### src/hdl/gbn_pkg.sv
package gbn_pkg;

	// register indexes
	localparam logic [0:0] REG_IOU_THRESHOLD = 1'd0;
	localparam logic [0:0] REG_SIZE_BIAS     = 1'd1;

	localparam int COORD_W = 16;
	localparam int SIDE_W  = 17;
	localparam int AREA_W  = 34;
	localparam int THR_W   = 17;
	localparam int NUM_W   = 16;
	localparam int CORN_W  = 64;

	typedef enum logic [2:0] {
		ST_IDLE,
		ST_AREA,
		ST_READ,
		ST_CMP,
		ST_DONE,
		ST_OUT
	} gbn_state_t;

	// controller to datapath
	typedef struct packed {
		logic load;       // capture accepted box
		logic calc_area;  // register own area
		logic rd_en;      // issue store read
		logic cmp_en;     // run overlap test on read data
		logic wr_en;      // store kept box
	} gbn_cmd_t;

	// datapath to controller
	typedef struct packed {
		logic hit;        // valid overlap test said suppress
		logic cmp_busy;   // pipeline still holds compares
	} gbn_stat_t;

	// side length hi - lo, plus 16 when bias is set, clamped at zero
	function automatic logic [SIDE_W-1:0] side_len(input logic [COORD_W-1:0] lo,
		input logic [COORD_W-1:0] hi, input logic bias);
		logic [SIDE_W:0] d;
		begin
			d = {2'b00, hi} - {2'b00, lo} + {{(SIDE_W-4){1'b0}}, bias, 4'b0000};
			side_len = d[SIDE_W] ? '0 : d[SIDE_W-1:0];
		end
	endfunction

endpackage

### src/hdl/gbn_ctrl.sv
module gbn_ctrl import gbn_pkg::*; #(
	parameter int MAX_KEPT = 256,
	parameter int AW = (MAX_KEPT > 1) ? $clog2(MAX_KEPT) : 1,
	parameter int CW = $clog2(MAX_KEPT + 1)
) (
	input  logic          clk,
	input  logic          arst_n,
	input  logic          in_fire,
	input  logic          in_sos,
	input  logic          out_ready,
	input  gbn_stat_t     stat,
	output logic          in_ready,
	output logic          out_valid,
	output logic          res_kept,
	output logic          res_ovf,
	output logic [NUM_W-1:0] res_num,
	output gbn_cmd_t      cmd,
	output logic [AW-1:0] rd_addr,
	output logic [AW-1:0] wr_addr
);
	gbn_state_t state_q, state_d;
	logic [CW-1:0]    count_q, idx_q;
	logic [NUM_W-1:0] pos_q;
	logic             hit_q;

	// next state
	always_comb begin
		state_d = state_q;
		case (state_q)
			ST_IDLE: if (in_fire) state_d = ST_AREA;
			ST_AREA: state_d = (count_q == '0) ? ST_DONE : ST_READ;
			ST_READ: begin
				if (stat.hit) state_d = ST_CMP;
				else if (idx_q + 1'b1 == count_q) state_d = ST_CMP;
			end
			ST_CMP: if (!stat.cmp_busy) state_d = ST_DONE;
			ST_DONE: state_d = ST_OUT;
			ST_OUT: if (out_ready) state_d = ST_IDLE;
			default: state_d = ST_IDLE;
		endcase
	end

	// outputs
	always_comb begin
		cmd = '0;
		in_ready = 1'b0;
		out_valid = 1'b0;
		case (state_q)
			ST_IDLE: begin
				in_ready = 1'b1;
				cmd.load = in_fire;
			end
			ST_AREA: cmd.calc_area = 1'b1;
			ST_READ: begin
				cmd.rd_en = !stat.hit;
				cmd.cmp_en = !stat.hit;
			end
			ST_CMP: cmd.cmp_en = !stat.hit;
			ST_DONE: cmd.wr_en = !hit_q && !stat.hit && (count_q < CW'(MAX_KEPT));
			ST_OUT: out_valid = 1'b1;
			default: ;
		endcase
	end

	assign rd_addr = idx_q[AW-1:0];
	assign wr_addr = count_q[AW-1:0];
	assign res_kept = !hit_q;

	always_ff @(posedge clk or negedge arst_n) begin
		if (!arst_n) begin
			state_q <= ST_IDLE;
			count_q <= '0;
			pos_q <= '0;
			idx_q <= '0;
			hit_q <= 1'b0;
			res_num <= '0;
			res_ovf <= 1'b0;
		end else begin
			state_q <= state_d;
			if (state_q == ST_IDLE && in_fire) begin
				idx_q <= '0;
				hit_q <= 1'b0;
				res_num <= in_sos ? '0 : pos_q;
				pos_q <= in_sos ? NUM_W'(1) : pos_q + 1'b1;
				if (in_sos) count_q <= '0;
			end
			if (state_q == ST_READ && !stat.hit) idx_q <= idx_q + 1'b1;
			if (stat.hit) hit_q <= 1'b1;
			if (state_q == ST_DONE) begin
				res_ovf <= 1'b0;
				if (!hit_q && !stat.hit) begin
					if (count_q < CW'(MAX_KEPT)) count_q <= count_q + 1'b1;
					else res_ovf <= 1'b1;
				end
			end
		end
	end

	// store fill never exceeds its depth
	a_count_range: assert property (@(posedge clk) disable iff (!arst_n)
		count_q <= CW'(MAX_KEPT)) else $error("kept count beyond depth");
	// a store write only for a kept box
	a_wr_kept: assert property (@(posedge clk) disable iff (!arst_n)
		cmd.wr_en |=> !res_ovf && res_kept) else $error("write for a suppressed box");
	// overflow only reported with kept
	a_ovf_kept: assert property (@(posedge clk) disable iff (!arst_n)
		out_valid && res_ovf |-> res_kept) else $error("overflow on suppressed box");
endmodule

### config.mk
export PLATFORM = sky130hd
export DESIGN_NAME = gbn_ctrl
export DESIGN_NICKNAME = d
export VERILOG_FILES = /design/src/hdl/gbn_pkg.sv /design/src/hdl/gbn_ctrl.sv
export SDC_FILE = /design/constraint.sdc
export NUM_CORES = 1
export LEC_CHECK = 0
export BUFFER_PORTS_ARGS = -buffer_cell sky130_fd_sc_hd__buf_2
export CAP_MARGIN = 10
export CORE_MARGIN = 2
export CORE_UTILIZATION = 32
export DETAILED_ROUTE_END_ITERATION = 10
export GPL_ROUTABILITY_DRIVEN = 0
export PLACE_DENSITY = 0.48
export SYNTH_ARGS = -nofsm -noshare
export SYNTH_HDL_FRONTEND = slang
export SYNTH_SLANG_ARGS = --single-unit
### constraint.sdc
create_clock -name clk -period 2.8 [get_ports clk]
set_input_delay 0.42 -clock clk [delete_from_list [all_inputs] [get_ports clk]]
set_output_delay 0.42 -clock clk [all_outputs]
set_load 0.1 [all_outputs]
==> qor.csv <==
metric,value,unit
coreArea,0.00915,mm^2
cts_hold_buf,0,
synthFlopType,dfrtp_1,
grt_antenna_before_repair,0,
clk_transition_reported_paths,0.11,ns
synth_warnings,0,
use_met1,20.5,%
critPathBufInv,3,
worst_path_max_delay_cell,dfrtp_1,
critPathRequiredTime,2.38,ns
insertion_delay,0.32,ns
finalCriticalPeriod,2.55,ns
io_buffer_count,47,
synth-edff-count,0,
nFillCells,965,
drive_gt1_share,18.7,%
grt_pass1_wl,12.1,mm
crit_fanout,12,
critical_path.cell_chain,or3b_2 > inv_1 > nand2_1 > clkinvlp_4 > buf_2,
postSynthAreaPerCell,8.76,um^2
grt_pass1_vias,2372,
fin_tns_setup,0,ns
syn_area,0.00300,mm^2
dr.pass1.iters,5,
fin_ws,0.250,ns
seq_area,0.00138,mm^2
grt_max_degree,37,
use_met2,25.0,%
synth_cell_types,42,
die_area,0.0102,mm^2
final_cell_mix,"58 x nand2_1, 55 x dfrtp_1, 46 x buf_2",
cts_tree,built,
finalMaxSlewViolations,0,
grt.busiest_layer,met2,
cts-buffers-inserted,5,
setup_viol,0,
irDropWorstVdd,0.785,mV
hold_viol_final,0,
maxCapViolCount,0,
fin_crit_sh,91.1,%
pre_cts_ws,0.513,ns
p_sw,1.76,mW
fp.dieH,101,um
crit_path_end_kind,primary output,
syn_nets,353,
htree_levels,2,
cp_top_family,buffers and inverters,
clkPwrFrac,14.6,%
synthCells,342,
ant_nets,0,
postCtsSetupRepairBufs,0,
cp-start-kind,register,
intPower,1.47,mW
critPathMaxStageDelay,0.55,ns
p_seq_share,35.5,%
cellPowerDensity,969,mW/mm^2
final_common_cell,nand2_1,
routed_via_density,5.06,
cts.sinks,55,
start_util,32.7,%
tightest_slew,0.887,ns
sw_frac_of_total,54.5,%
drc,0,
p_comb_share,49.9,%
fin_worst_skew,0.0162,ns
ctsResizeCount,0,
status,"complete, no violations",
overflow,0,
chipWidth,101,um
rows,35,
ys_seq_elements,55,
max_freq,392,MHz
area_growth_syn_to_layout,11.3,%
antenna_cells,0,
crit_type,register to primary output,
seq_area_frac_synth,45.9,%
drt-total-wl,7.22,mm
ios,48,
synthArstFlopShare,100,%
root_buffer,clkbuf_8,
leakage,1.63,nW
rsz0062_at_grt,no,
grt_usage,15.1,%
dp_hpwl,5.19,mm
total_power,3.23,mW
max-clock-path-buffers,2,
grt_util_met3,2.77,%
hp-class,primary input to asynchronous set/reset pin,
drt-initial-drc-count,75,
vias,2428,
fin_nets,379,
max-slew-margin-rel,40.9,%
worstPathArrival,2.13,ns
multi_input_area,0.00138,mm^2
wl_per_cell,15.0,um
==> worst reg2reg max path: cells and delay by family, from the launching register on <==
kind | cells | cell delay, ns
flip-flops | 1 | 0.51
AO/OA/AOI/OAI | 1 | 0.14
AND/OR/NAND/NOR | 4 | 1.58
==> registers in the layout (all words and copies together) (netlist names) <==
name     count
count_q      9
pos_q       16
hit_q        1
idx_q        9
res_ovf      1
state_q      3
res_num     16
==> worst paths after layout <==
path | startpoint | to | slack (ns) | depth (start not counted)
worst max-delay path | state_q[1]$_DFFE_PN0P_ | cmd[2] | 0.25 | 5
min in group clk | stat[1] | hit_q$_DFFE_PN0P_ | 0.34 | 2
max in group asynchronous | arst_n | pos_q[14]$_DFFE_PN0P_ | 1.89 | 2
worst min-delay path | arst_n | res_num[3]$_DFFE_PN0P_ | 0.21 | 1
worst min register to register | res_num[4]$_DFFE_PN0P_ | res_num[4]$_DFFE_PN0P_ | 0.47 | 2
worst max register to register | state_q[1]$_DFFE_PN0P_ | pos_q[13]$_DFFE_PN0P_ | 0.52 | 5
==> cells in the mapped netlist, types with 4 or more instances <==
master | count | area [um^2]
nand3b_1 | 17 | 128
buf_4 | 16 | 120
nor3_1 | 13 | 65.1
nand4_1 | 5 | 31.3
inv_1 | 10 | 37.5
o21ai_0 | 27 | 135
and2_1 | 5 | 31.3
clkbuf_1 | 18 | 67.6
o31ai_1 | 11 | 82.6
nor2_1 | 20 | 75.1
xor2_1 | 6 | 52.6
dfrtp_1 | 55 | 1380
nand3_1 | 11 | 55.1
xnor2_1 | 13 | 114
ha_1 | 4 | 50.1
nand2_1 | 58 | 218
a21oi_1 | 15 | 75.1
and3_1 | 7 | 43.8
==> routing by layer <==
layer	vias to the layer above	share of wire (%)	routed length, um
met5	-	0	0
met3	5	3.5	253
met1	1161	48	3440
li1	1214	-	-
met4	0	0.80	58
met2	48	48	3470
==> power by group through the flow <==
stage               logic (mW)  registers (mW)  clock network, mW
floorplan                0.911            1.59                  0
global placement          1.62            1.15                  0
detailed placement        1.62            1.16                  0
CTS                       1.63            1.15              0.498
global route              1.73            1.18              0.531
finish                    1.61            1.15              0.472
==> kinds of logic (layout without fill, tap and decap cells) <==
family / after synthesis / count (layout) / synth area share, %
XOR/XNOR: 19 / 19 / 5.56
adder cells (fa/ha/maj): 4 / 4 / 1.67
AND/OR/NAND/NOR: 153 / 153 / 25.9
flip-flops: 55 / 55 / 45.9
AO/OA/AOI/OAI: 65 / 65 / 12.9
buffers and inverters: 46 / 73 / 8.02
==> metrics by stage <==
step           util (%)  instances  hold WS [ns]  area [um^2]
3_5_place_dp       35.4        472         0.450         3240
3_3_place_gp       35.4        472         0.445         3240
4_1_cts            36.4        480         0.243         3330
6_report           36.4        480         0.205         3330
5_1_grt            36.4        480         0.275         3330
2_1_floorplan         -        342         0.124         3000
==> area by class of cell <==
type / count / area share (%)
multi-input combinational: 241 / 41.4
clock inverter: 3 / 0.713
clock buffer: 5 / 2.06
sequential: 55 / 41.3
tap: 111 / 4.17
inverter: 11 / 1.35
timing repair buffer: 54 / 9.08
Note: power is estimated with default switching activity, not from simulation.
